[config.mk]
export PLATFORM = sky130hd
export DESIGN_NAME = servo_drive_can_reply_decoder
export DESIGN_NICKNAME = d
export VERILOG_FILES = /design/src/rtl/svcd_pkg.sv /design/src/rtl/servo_drive_can_reply_decoder.sv /design/src/rtl/svcd_front.sv /design/src/rtl/svcd_fifo.sv /design/src/rtl/svcd_back.sv
export VERILOG_INCLUDE_DIRS = /design/src /design/src/rtl
export SDC_FILE = /design/constraint.sdc
export NUM_CORES = 1
export LEC_CHECK = 0
export ABC_CLOCK_PERIOD_IN_PS = 16450
export BUFFER_PORTS_ARGS = -buffer_cell sky130_fd_sc_hd__buf_2
export CAP_MARGIN = 40
export CORE_MARGIN = 1
export CORE_UTILIZATION = 23
export DETAILED_ROUTE_END_ITERATION = 6
export GPL_TIMING_DRIVEN = 0
export PLACE_DENSITY = 0.37
export SETUP_SLACK_MARGIN = 0.15
export SYNTH_ARGS = -nofsm -noshare
export SYNTH_HDL_FRONTEND = slang
export SYNTH_SLANG_ARGS = --single-unit
export TNS_END_PERCENT = 100
[constraint.sdc]
create_clock -name clk -period 16.45 [get_ports clk]
set_input_delay 2.4675 -clock clk [delete_from_list [all_inputs] [get_ports clk]]
set_output_delay 2.4675 -clock clk [all_outputs]
set_load 0.01 [all_outputs]
[src/rtl/servo_drive_can_reply_decoder_macros.svh]
// Assertion macros shared by the decoder RTL.
`ifndef SERVO_DRIVE_CAN_REPLY_DECODER_MACROS_SVH
`define SERVO_DRIVE_CAN_REPLY_DECODER_MACROS_SVH

// Condition must hold at every clock edge out of reset.
`define SVCD_ASSERT(label, prop, msg) \
  label: assert property (@(posedge clk) disable iff (!rst_n) (prop)) else $error(msg);

// Condition must never be seen at a clock edge out of reset.
`define SVCD_NEVER(label, cond, msg) \
  label: assert property (@(posedge clk) disable iff (!rst_n) !(cond)) else $error(msg);

`endif

[src/rtl/svcd_pkg.sv]
// Types and constants of the servo drive CAN reply decoder.
package svcd_pkg;

  localparam int unsigned ID_W      = 11;
  localparam int unsigned PAYLOAD_W = 64;
  localparam int unsigned DIN_W     = 21;
  localparam int unsigned CODE_W    = 4;
  localparam int unsigned NUM_SLOTS = 9;
  localparam int unsigned SLOT_W    = 4;
  localparam int unsigned NUM_FAILS = 6;

  // configuration register indexes
  localparam logic CFG_SAMPLE_ID = 1'b0;
  localparam logic CFG_REPLY_ID  = 1'b1;

  // command letters, byte 1 in the upper half
  localparam logic [15:0] CMD_SR = 16'h5253;
  localparam logic [15:0] CMD_MF = 16'h464D;
  localparam logic [15:0] CMD_HM = 16'h4D48;
  localparam logic [15:0] CMD_IQ = 16'h5149;
  localparam logic [15:0] CMD_IP = 16'h5049;

  // status word classification
  localparam logic [31:0] SR_CLASS_MASK  = 32'h0000000E;
  localparam logic [31:0] SR_CLASS_HEAT  = 32'd12;
  localparam logic [31:0] SR_CLASS_SHORT = 32'd10;
  localparam logic [31:0] SR_CLASS_OVERV = 32'd4;
  localparam logic [31:0] SR_CLASS_UNDRV = 32'd2;
  localparam logic [31:0] DIN_MASK       = 32'h001FFFFF;

  // failure bits of a motor-failure reply, in report order
  localparam int unsigned FAIL_BITS [NUM_FAILS] = '{2, 3, 7, 8, 17, 21};

  // event codes
  localparam logic [CODE_W-1:0] EV_OK            = 4'd0;
  localparam logic [CODE_W-1:0] EV_OVERHEAT      = 4'd1;
  localparam logic [CODE_W-1:0] EV_SHORT         = 4'd2;
  localparam logic [CODE_W-1:0] EV_OVERVOLT      = 4'd3;
  localparam logic [CODE_W-1:0] EV_UNDERVOLT     = 4'd4;
  localparam logic [CODE_W-1:0] EV_MOTOR_OFF     = 4'd5;
  localparam logic [CODE_W-1:0] EV_FEEDBACK_LOSS = 4'd6;
  localparam logic [CODE_W-1:0] EV_DISARMED      = 4'd12;

  // result slots of one frame, emitted lowest first
  localparam logic [SLOT_W-1:0] SLOT_STATUS = 4'd0;
  localparam logic [SLOT_W-1:0] SLOT_HOMING = 4'd7;
  localparam logic [SLOT_W-1:0] SLOT_SAMPLE = 4'd8;

  typedef struct packed {
    logic [31:0]      position;
    logic [31:0]      velocity;
    logic [DIN_W-1:0] din;
    logic [31:0]      status;
    logic [31:0]      current;
  } latch_t;

  typedef struct packed {
    latch_t                snap;
    logic [CODE_W-1:0]     sr_code;
    logic                  sr_ask;
    logic [NUM_SLOTS-1:0]  pend;
  } entry_t;

  localparam int unsigned ENTRY_W = $bits(entry_t);

  function automatic logic [CODE_W-1:0] slot_code(input logic [SLOT_W-1:0] sel,
                                                  input logic [CODE_W-1:0] sr_code);
    logic [CODE_W-1:0] code;
    case (sel)
      SLOT_STATUS: code = sr_code;
      SLOT_HOMING: code = EV_DISARMED;
      SLOT_SAMPLE: code = EV_OK;
      default:     code = CODE_W'(EV_FEEDBACK_LOSS + sel - 4'd1);
    endcase
    return code;
  endfunction

endpackage

[src/rtl/servo_drive_can_reply_decoder.sv]
// Top level of the servo drive CAN reply decoder.
//
//  channel  | handshake        | payload
//  ---------+------------------+-------------------------------------------
//  input    | in_push/in_full  | in_frame_id, in_payload
//  result   | out_pop/out_empty| out_event_code ... out_current_bits
//  config   | cfg_wr_en        | cfg_index, cfg_wdata
//
// A frame is taken in any cycle the queue has room; frames that cause no
// result only update the latched values. The back end emits one result
// word per cycle while the result side takes them; a frame has 1..7 results.
// A frame reaches the output register via the queue and the current entry.
// rst_n is synchronous; it clears the ID registers, latched values, queue
// and output stage. A stalled result side backs up the queue, then in_full.
module servo_drive_can_reply_decoder #(
  parameter int unsigned QUEUE_DEPTH = 4
) (
  input  logic                            clk,
  input  logic                            rst_n,
  input  logic                            cfg_wr_en,
  input  logic                            cfg_index,
  input  logic [svcd_pkg::ID_W-1:0]       cfg_wdata,
  input  logic                            in_push,
  output logic                            in_full,
  input  logic [svcd_pkg::ID_W-1:0]       in_frame_id,
  input  logic [svcd_pkg::PAYLOAD_W-1:0]  in_payload,
  input  logic                            out_pop,
  output logic                            out_empty,
  output logic [svcd_pkg::CODE_W-1:0]     out_event_code,
  output logic                            out_ask_failure_detail,
  output logic                            out_last,
  output logic signed [31:0]              out_position_count,
  output logic signed [31:0]              out_velocity_count,
  output logic [svcd_pkg::DIN_W-1:0]      out_digital_inputs,
  output logic [31:0]                     out_status_word,
  output logic [31:0]                     out_current_bits
);
  import svcd_pkg::*;

  // front -> queue
  logic                 q_full, q_push;
  entry_t               q_wentry;
  // queue -> back
  logic                 q_empty, q_pop;
  logic [ENTRY_W-1:0]   q_rdata;
  entry_t               q_rentry;

  assign q_rentry = q_rdata;

  // matching, classification and the latched drive values
  svcd_front u_front (
    .clk         (clk),
    .rst_n       (rst_n),
    .cfg_wr_en   (cfg_wr_en),
    .cfg_index   (cfg_index),
    .cfg_wdata   (cfg_wdata),
    .in_push     (in_push),
    .in_frame_id (in_frame_id),
    .in_payload  (in_payload),
    .q_full      (q_full),
    .in_full     (in_full),
    .q_push      (q_push),
    .q_entry     (q_wentry)
  );

  // each entry carries its own snapshot of the latched values
  svcd_fifo #(
    .WIDTH (ENTRY_W),
    .DEPTH (QUEUE_DEPTH)
  ) u_fifo (
    .clk   (clk),
    .rst_n (rst_n),
    .push  (q_push),
    .wdata (q_wentry),
    .pop   (q_pop),
    .rdata (q_rdata),
    .full  (q_full),
    .empty (q_empty)
  );

  // result expansion and output register
  svcd_back u_back (
    .clk                    (clk),
    .rst_n                  (rst_n),
    .q_empty                (q_empty),
    .q_entry                (q_rentry),
    .q_pop                  (q_pop),
    .out_pop                (out_pop),
    .out_empty              (out_empty),
    .out_event_code         (out_event_code),
    .out_ask_failure_detail (out_ask_failure_detail),
    .out_last               (out_last),
    .out_position_count     (out_position_count),
    .out_velocity_count     (out_velocity_count),
    .out_digital_inputs     (out_digital_inputs),
    .out_status_word        (out_status_word),
    .out_current_bits       (out_current_bits)
  );

endmodule

[src/rtl/svcd_front.sv]
// Front end: ID registers, frame matching, latched drive values, work entry build.
module svcd_front (
  input  logic                        clk,
  input  logic                        rst_n,
  input  logic                        cfg_wr_en,
  input  logic                        cfg_index,
  input  logic [svcd_pkg::ID_W-1:0]   cfg_wdata,
  input  logic                        in_push,
  input  logic [svcd_pkg::ID_W-1:0]   in_frame_id,
  input  logic [svcd_pkg::PAYLOAD_W-1:0] in_payload,
  input  logic                        q_full,
  output logic                        in_full,
  output logic                        q_push,
  output svcd_pkg::entry_t            q_entry
);
  import svcd_pkg::*;

  logic [ID_W-1:0] sample_id_r, reply_id_r;
  latch_t          lat_r, lat_nxt;
  logic            accept, is_reply, is_sample;
  logic [15:0]     cmd;
  logic [31:0]     word;
  logic [31:0]     cls;
  entry_t          ent;

  assign in_full = q_full;
  assign accept  = in_push && !q_full;
  assign cmd     = in_payload[15:0];
  assign word    = in_payload[63:32];
  assign cls     = word & SR_CLASS_MASK;
  assign is_reply  = (in_frame_id == reply_id_r);
  assign is_sample = (in_frame_id == sample_id_r);

  always_comb begin
    lat_nxt      = lat_r;
    ent          = '0;
    ent.sr_code  = EV_OK;
    ent.sr_ask   = 1'b0;
    if (is_reply) begin
      unique case (cmd)
        CMD_SR: begin
          lat_nxt.status = word;
          ent.pend[SLOT_STATUS] = 1'b1;
          if (word[6]) begin
            ent.sr_ask = 1'b1;
          end else if (word[0]) begin
            priority if (cls == SR_CLASS_HEAT)  ent.sr_code = EV_OVERHEAT;
            else if (cls == SR_CLASS_SHORT) ent.sr_code = EV_SHORT;
            else if (cls == SR_CLASS_OVERV) ent.sr_code = EV_OVERVOLT;
            else if (cls == SR_CLASS_UNDRV) ent.sr_code = EV_UNDERVOLT;
            else ent.sr_ask = 1'b1;
          end else begin
            ent.sr_code = word[4] ? EV_OK : EV_MOTOR_OFF;
          end
        end
        CMD_MF: begin
          for (int i = 0; i < NUM_FAILS; i++) begin
            ent.pend[i+1] = word[FAIL_BITS[i]];
          end
        end
        CMD_HM: ent.pend[SLOT_HOMING] = (word[7:0] == 8'h00);
        CMD_IQ: lat_nxt.current = word;
        CMD_IP: lat_nxt.din = DIN_W'(word & DIN_MASK);
        default: ;
      endcase
    end
    if (is_sample) begin
      lat_nxt.position = in_payload[31:0];
      lat_nxt.velocity = word;
      ent.pend[SLOT_SAMPLE] = 1'b1;
    end
    ent.snap = lat_nxt;
  end

  assign q_push  = accept && (ent.pend != '0);
  assign q_entry = ent;

  always_ff @(posedge clk) begin
    if (!rst_n) begin
      sample_id_r <= '0;
      reply_id_r  <= '0;
      lat_r       <= '0;
    end else begin
      if (cfg_wr_en) begin
        if (cfg_index == CFG_SAMPLE_ID) sample_id_r <= cfg_wdata;
        if (cfg_index == CFG_REPLY_ID)  reply_id_r  <= cfg_wdata;
      end
      if (accept) lat_r <= lat_nxt;
    end
  end

endmodule

[src/rtl/svcd_fifo.sv]
// Small register queue between front and back ends.
module svcd_fifo #(
  parameter int unsigned WIDTH = 8,
  parameter int unsigned DEPTH = 4
) (
  input  logic             clk,
  input  logic             rst_n,
  input  logic             push,
  input  logic [WIDTH-1:0] wdata,
  input  logic             pop,
  output logic [WIDTH-1:0] rdata,
  output logic             full,
  output logic             empty
);
  `include "servo_drive_can_reply_decoder_macros.svh"

  localparam int unsigned PW = (DEPTH > 1) ? $clog2(DEPTH) : 1;
  localparam int unsigned CW = $clog2(DEPTH + 1);

  logic [WIDTH-1:0] mem_r [DEPTH];
  logic [PW-1:0]    wptr_r, rptr_r;
  logic [CW-1:0]    count_r;
  logic             do_push, do_pop;

  assign full    = (count_r == CW'(DEPTH));
  assign empty   = (count_r == '0);
  assign do_push = push && !full;
  assign do_pop  = pop && !empty;
  assign rdata   = mem_r[rptr_r];

  always_ff @(posedge clk) begin
    if (!rst_n) begin
      wptr_r  <= '0;
      rptr_r  <= '0;
      count_r <= '0;
    end else begin
      if (do_push) wptr_r <= (wptr_r == PW'(DEPTH - 1)) ? '0 : wptr_r + 1'b1;
      if (do_pop)  rptr_r <= (rptr_r == PW'(DEPTH - 1)) ? '0 : rptr_r + 1'b1;
      count_r <= count_r + CW'(do_push) - CW'(do_pop);
    end
  end

  always_ff @(posedge clk) begin
    if (do_push) mem_r[wptr_r] <= wdata;
  end

  `SVCD_NEVER(a_fifo_overfill, count_r > CW'(DEPTH), "queue count beyond depth")
  `SVCD_NEVER(a_fifo_pop_empty, pop && empty, "back end popped an empty queue")
  `SVCD_NEVER(a_fifo_push_full, push && full, "front end pushed a full queue")

endmodule

[src/rtl/svcd_back.sv]
// Back end: expands a frame to results, one per cycle unless stalled.
module svcd_back (
  input  logic                         clk,
  input  logic                         rst_n,
  input  logic                         q_empty,
  input  svcd_pkg::entry_t             q_entry,
  output logic                         q_pop,
  input  logic                         out_pop,
  output logic                         out_empty,
  output logic [svcd_pkg::CODE_W-1:0]  out_event_code,
  output logic                         out_ask_failure_detail,
  output logic                         out_last,
  output logic signed [31:0]           out_position_count,
  output logic signed [31:0]           out_velocity_count,
  output logic [svcd_pkg::DIN_W-1:0]   out_digital_inputs,
  output logic [31:0]                  out_status_word,
  output logic [31:0]                  out_current_bits
);
  import svcd_pkg::*;
  `include "servo_drive_can_reply_decoder_macros.svh"

  entry_t               cur_r;
  logic                 cur_valid_r, cur_valid_nxt;
  logic [NUM_SLOTS-1:0] pend_r, pend_nxt, rest;
  logic                 out_valid_r;
  logic [CODE_W-1:0]    code_r;
  logic                 ask_r, last_r;
  latch_t               snap_r;
  logic [SLOT_W-1:0]    sel;
  logic                 adv, load;

  // lowest pending slot goes first
  always_comb begin
    sel = '0;
    for (int i = NUM_SLOTS - 1; i >= 0; i--) begin
      if (pend_r[i]) sel = SLOT_W'(i);
    end
  end

  assign rest  = pend_r & ~(NUM_SLOTS'(1) << sel);
  assign adv   = cur_valid_r && (!out_valid_r || out_pop);
  assign load  = !q_empty && (!cur_valid_r || (adv && rest == '0));
  assign q_pop = load;

  always_comb begin
    cur_valid_nxt = cur_valid_r;
    pend_nxt      = pend_r;
    if (adv) begin
      pend_nxt      = rest;
      cur_valid_nxt = (rest != '0);
    end
    if (load) begin
      pend_nxt      = q_entry.pend;
      cur_valid_nxt = 1'b1;
    end
  end

  always_ff @(posedge clk) begin
    if (!rst_n) begin
      cur_valid_r <= 1'b0;
      out_valid_r <= 1'b0;
    end else begin
      cur_valid_r <= cur_valid_nxt;
      if (adv)          out_valid_r <= 1'b1;
      else if (out_pop) out_valid_r <= 1'b0;
    end
  end

  always_ff @(posedge clk) begin
    pend_r <= pend_nxt;
    if (load) cur_r <= q_entry;
    if (adv) begin
      code_r <= slot_code(sel, cur_r.sr_code);
      ask_r  <= (sel == SLOT_STATUS) && cur_r.sr_ask;
      last_r <= (rest == '0);
      snap_r <= cur_r.snap;
    end
  end

  assign out_empty              = !out_valid_r;
  assign out_event_code         = code_r;
  assign out_ask_failure_detail = ask_r;
  assign out_last               = last_r;
  assign out_position_count     = snap_r.position;
  assign out_velocity_count     = snap_r.velocity;
  assign out_digital_inputs     = snap_r.din;
  assign out_status_word        = snap_r.status;
  assign out_current_bits       = snap_r.current;

  `SVCD_NEVER(a_back_idle_pend, cur_valid_r && pend_r == '0, "active frame with no results")
  `SVCD_NEVER(a_back_ask_code, out_valid_r && ask_r && code_r != EV_OK, "ask with nonzero code")
  `SVCD_NEVER(a_back_code_range, out_valid_r && code_r > EV_DISARMED, "event code out of range")

endmodule

# After elaboration in Yosys (flattened, before gate mapping)
# Memories as Yosys holds them, arrays and structs flattened. A register that Yosys moved wholly into a read port is not among the register bits.
# Index checks and enable logic that the tools add are counted.
dict set report word_totals {
  memories 1
  out_inout_bits 157
  ram_bits 652
  input_bits 92
  reg_bits 498
}
dict set report op_classes {
  n_shift 1
  reduce_logical 24
  eq_ne 16
  bitwise_logic 3
  n_mux 47
  addsub 6
}
# name words word_bits read_ports rd_clocked_by_memory_dff write_ports line
set memory_table {}
lappend memory_table {u_fifo.mem_r 4 163 1 1 1 svcd_fifo.sv:20} ;# logic [WIDTH-1:0] mem_r [DEPTH];
# op n
set ops {}
lappend ops {{2-to-1 mux 85 bit} 1}
lappend ops {{equality test 16 x 15 -> 1 bit (second input constant)} 5}
lappend ops {{2-to-1 mux 32 bit} 2}
lappend ops {{2-to-1 mux 64 bit} 1}
lappend ops {{2-to-1 mux 4 bit} 14}
lappend ops {{equality test 11 bit} 2}
lappend ops {{2-to-1 mux 21 bit} 1}
lappend ops {{2-to-1 mux 9 bit} 2}
lappend ops {{nonzero test 9 bit} 2}
lappend ops {{2-to-1 mux 1 bit} 15}
lappend ops {{one-hot mux 4 bit (3 select lines)} 1}
lappend ops {{2-to-1 mux 5 bit} 2}
lappend ops {{AND 9 bit} 1}
lappend ops {{equality test 3 bit (second input constant)} 3}
lappend ops {{zero test 9 bit} 1}
lappend ops {{NOT 9 bit} 1}
lappend ops {{left shift 1 x 4 -> 9 bit (first input constant)} 1}
lappend ops {{logical AND 1 bit} 8}
lappend ops {{zero test 8 bit} 1}
lappend ops {{2-to-1 mux 2 bit} 4}
lappend ops {{2-to-1 mux 8 bit} 1}
lappend ops {{2-to-1 mux 3 bit} 2}
lappend ops {{2-to-1 mux 6 bit} 1}
lappend ops {{adder 2 x 1 -> 2 bit (second input constant)} 2}
lappend ops {{16 further kinds} 23}

# Logic depth before layout (Yosys ltp)
dict set report depth {
  ltp_word 19
  ltp_mapped 20
}

# Hierarchy
# Synthesis repeated with hierarchy kept, for this count alone.
dict set report unflattened {
  cells_unflattened 2256
  hier_area_um2 42751.0
}
# mod n_inst cells_each area_each_um2
set modules_own_cells {}
lappend modules_own_cells {svcd_fifo 1 904 23961.7}
lappend modules_own_cells {svcd_back 1 429 10247.3}
lappend modules_own_cells {svcd_front 1 923 8541.9}

# Worst setup path after synthesis
# Ideal clock, no wire load.
dict set report synth_path {
  kind {input port to flip-flop}
  from {input out_pop}
  to {register u_back.pend_r[0], enable pin}
  setup_time_ps 331
  slack_ps 5733
  arrival_ps 10387
  cell_stages 3
  t_required_ps 16119
  path_buffers 0
  path_cell_list {nor2_1 > nor2b_1 > or2_2}
}
dict set report synth_between {
  elab_chain_len 6
}
# element line
set synth_lines {}
lappend synth_lines {{start, declared} servo_drive_can_reply_decoder.sv:27} ;# input logic out_pop,
lappend synth_lines {{logical OR 1 bit *} svcd_back.sv:41} ;# assign adv = cur_valid_r && (!out_valid_r || out_pop);
lappend synth_lines {{logical AND 1 bit *} svcd_back.sv:41}
lappend synth_lines {{via u_back.adv} svcd_back.sv:30} ;# logic adv, load;
lappend synth_lines {{logical AND 1 bit} svcd_back.sv:42} ;# assign load = !q_empty && (!cur_valid_r || (adv && rest == '0));
lappend synth_lines {{logical OR 1 bit} svcd_back.sv:42}
lappend synth_lines {{logical AND 1 bit} svcd_back.sv:42}
lappend synth_lines {{nonzero test 2 bit (no source line) *} -}
lappend synth_lines {{end signal, assigned} svcd_back.sv:70} ;# pend_r <= pend_nxt;
lappend synth_lines {{end, declared} svcd_back.sv:24} ;# logic [NUM_SLOTS-1:0] pend_r, pend_nxt, rest;
# The timed path passes the listed nets; every way through them passes the cells marked *.
# A chain may end at the register's enable or synchronous reset.

==> qor.txt <==
TritonCTS clock tree: built
r2r endpoint: u_fifo.count_r[2]$_SDFF_PN0_
clk_lat worst skew: 0.77 ns
synthesis warning total: 0
clk buf depth: 3
Core Box Area: 0.183 mm^2
DR iter-0 viols: 1115
hold_sp: u_back.cur_r[161]$_DFFE_PN_
crit share post-route: 0.343
Final TNS setup: 0 ns
die height: 432 um
number of global-route vias before repair: 22600
Max Fanout on Critical Path: 35
postcts setup bufs: 0
area grow syn2layout: 23.1%
largest net degree at the start of global routing: 119
Final Hold Vio Count: 0
Crit Path Class: input pin to register
IO Count: 249
Cell Area, Synth: 0.0425 mm^2
H-tree Lvls: 4
PwrDens: 151 mW/mm^2
sequential area share after synthesis: 0.768
Synth cell types: 57
Sequential cell area: 0.0326 mm^2
Max VDD drop: 0.110 mV
R2R Setup Slk: 11.59 ns
die width: 432 um
Cell Count Post-Placement: 4933
global route overflow: 0
cts repair resizes: 0
Worst-Margin Slew: 0.843 ns
final period demand of the worst path: 5.65 ns
CTS Buf Count: 136
FMAX: 177 MHz
P_leak: 17.8 nW
max cap viols: 0
Non-Filler Instances: 5188
HP Class: register to register
Final setup viols: 0
antenna-violating nets left: 0
Avg Vias per Cell: 4.04
layout cells sized above 1: 0.314
final core occ: 0.285
DR DRC count: 0
number of enable-type register cells in the synthesized netlist: 965
Synth Flop Type: edfxtp_1
detailed placement HPWL: 78.5 mm
RSZ-0062 raised after global routing: no
Starting Density: 0.232
post-synthesis register bit count: 1147
hold depth: 0
clock slew at reported path FFs: 0.06 ns
post-synthesis async set-or-reset flop share: 0
endpoint type of the worst setup path: register
GPL Wtd Cong: 0.762
Req. time, crit path: 16.90 ns
WL final: 114 mm
fill cell count: 18200
Worst Setup Start Kind: input pin
router iterations before antenna repair: 5
reg-to-reg startpoint: u_back.pend_r[4]$_DFFE_PP_
hold-fix buffers at CTS: 0
# clock sinks: 1147
via count: 21000
Post-Syn Area per Cell: 19.5 um^2
initial antenna violation count: 30
post-synthesis cell count: 2180
first-pass GRT wire length: 162 mm
Avg WL per Cell: 22.0 um
Root Driver: clkbuf_16
critical path arrival: 6.10 ns
multi-input logic area: 0.00936 mm^2
Cell Rows: 157
syn nets: 2287
Die ar.: 0.186 mm^2
fin nets: 2714
Worst slew margin: 0.438
Clock Skews: 0.0287 ns
worst reg-to-reg path cell count: 19
IO Port Bufs: 247
Tot GR Track Use: 0.122
status: finished, final reports clean
fin. max-slew vios: 0
Hold Crit Endpoint: u_back.out_position_count[30]$_DFFE_PP_
-- sequential cells by signal, indices dropped and copies added (netlist names), 4 cells and up, named ones only --
signal,cells
u_fifo.mem_r,648
u_back.cur_r,153
u_front.lat_r,149
u_back.out_current_bits,32
u_back.out_position_count,32
u_back.out_status_word,32
u_back.out_velocity_count,32
u_back.out_digital_inputs,21
u_front.reply_id_r,11
u_front.sample_id_r,11
u_back.pend_r,9
u_back.out_event_code,4
-- cell usage after synthesis, types with 3 or more instances --
library cell	number	share of area
a21boi_0	24	0.0042
a21oi_1	5	0.00059
and2_1	18	0.0027
buf_1	12	0.0011
buf_2	29	0.0034
clkbuf_1	62	0.0055
dfxtp_1	182	0.086
edfxtp_1	965	0.68
ha_1	14	0.0041
inv_1	18	0.0016
mux2_2	138	0.037
mux2_4	8	0.0028
mux2i_1	101	0.024
mux4_2	162	0.086
nand2_1	106	0.0094
nand2b_1	3	0.00044
nand3_1	55	0.0065
nand4_1	8	0.0012
nor2_1	12	0.0011
nor2b_1	109	0.016
nor3_1	10	0.0012
nor3b_1	3	0.00053
nor4b_1	3	0.00062
o21a_1	3	0.00053
o21ai_0	65	0.0077
o21ai_1	3	0.00035
xnor2_1	23	0.0047
-- critical path, stage by stage --
cell,delay (ns)
buf_2,0.12
xnor2_1,0.25
nand4_1,0.15
nor3_2,0.36
buf_6,0.21
buf_2,0.34
buf_2,0.39
o21a_1,0.32
and2_4,0.56
buf_16,0.31
buf_16,0.27
buf_12,0.26
-- metrics by stage --
stage | hold WS, ns | setup slack, ns | total power [W] | instance area (um^2)
global route | 0.411 | 10.57 | 0.00826 | 52300
CTS | 0.409 | 10.62 | 0.00809 | 52200
global placement | 0.405 | -1.05 | 0.00498 | 46800
detailed placement | 0.405 | 9.76 | 0.00497 | 47600
finish | 0.411 | 10.80 | 0.00790 | 52300
floorplan | 0.400 | 5.73 | 0.00440 | 42500
-- where the power goes --
part / internal (W) / total, W / switching, W
clock network: 0.00179 / 0.00305 / 0.00125
registers: 0.00363 / 0.00377 / 0.000147
logic: 0.000390 / 0.00107 / 0.000685
-- cells by family after synthesis --
logic type	after synthesis	share of synthesized area
muxes	411	0.150
AOI/OAI and AO/OA	112	0.0156
DFF	1147	0.768
buffers and inverters	122	0.0118
xor gates and xnor gates	24	0.00495
and+or+nand+nor	349	0.0451
adders and majority gates	15	0.00460
-- area by class of cell --
| class | instances | area share |
|---|---|---|
| well taps | 2464 | 0.0590 |
| plain buffers | 103 | 0.00809 |
| clock inverters | 75 | 0.0179 |
| clock buffers | 175 | 0.0703 |
| diodes | 5 | 0.000239 |
| multi-input cells | 911 | 0.179 |
| inverters | 19 | 0.00160 |
| repair buffers | 289 | 0.0395 |
| flip-flops and latches | 1147 | 0.624 |
-- layout by cell type, fill, tap and decap left out, types with 6 or more instances in the layout --
| cell | count |
|---|---|
| edfxtp_1 | 965 |
| buf_2 | 276 |
| dfxtp_1 | 182 |
| mux4_2 | 162 |
| mux2_2 | 138 |
| clkbuf_16 | 138 |
| nor2b_1 | 108 |
| nand2_1 | 106 |
| mux2i_1 | 101 |
| clkbuf_1 | 91 |
| o21ai_0 | 65 |
| nand3_1 | 55 |
| clkinv_2 | 29 |
| a21boi_0 | 24 |
| xnor2_1 | 23 |
| inv_1 | 18 |
| buf_16 | 15 |
| and2_1 | 14 |
| ha_1 | 14 |
| nor2_1 | 12 |
| buf_1 | 12 |
| bufinv_16 | 12 |
| clkinv_1 | 11 |
| buf_6 | 11 |
| buf_12 | 10 |
| nor3_1 | 9 |
| nand4_1 | 8 |
| mux2_4 | 8 |
| clkbuf_8 | 8 |
| clkinv_16 | 7 |
| buf_8 | 6 |
-- worst max-delay path by stage --
stage / startpoint / endpoint / slack (ns) / cells past startpoint
final: in_frame_id[10] / u_fifo.mem_r[0][54]$_DFFE_PP_ / 10.80 / 12
after global routing: in_frame_id[6] / u_fifo.mem_r[0][54]$_DFFE_PP_ / 10.57 / 12
after CTS: in_frame_id[6] / u_fifo.mem_r[0][58]$_DFFE_PP_ / 10.62 / 12
after detailed placement: in_frame_id[6] / u_fifo.mem_r[0][54]$_DFFE_PP_ / 9.76 / 12
after global placement: out_pop / u_back.pend_r[7]$_DFFE_PP_ / -1.05 / 4
after floorplan: out_pop / u_back.pend_r[0]$_DFFE_PP_ / 5.73 / 3
-- metal layers --
layer | GRT usage | part of all wire | vias to the layer above
met5 | 0 | 0.00024 | -
met4 | 0.0409 | 0.028 | 4
met3 | 0.0255 | 0.041 | 203
met2 | 0.219 | 0.51 | 456
met1 | 0.145 | 0.42 | 10900
li1 | - | - | 9452
Note: power is estimated with default switching activity, not from simulation.
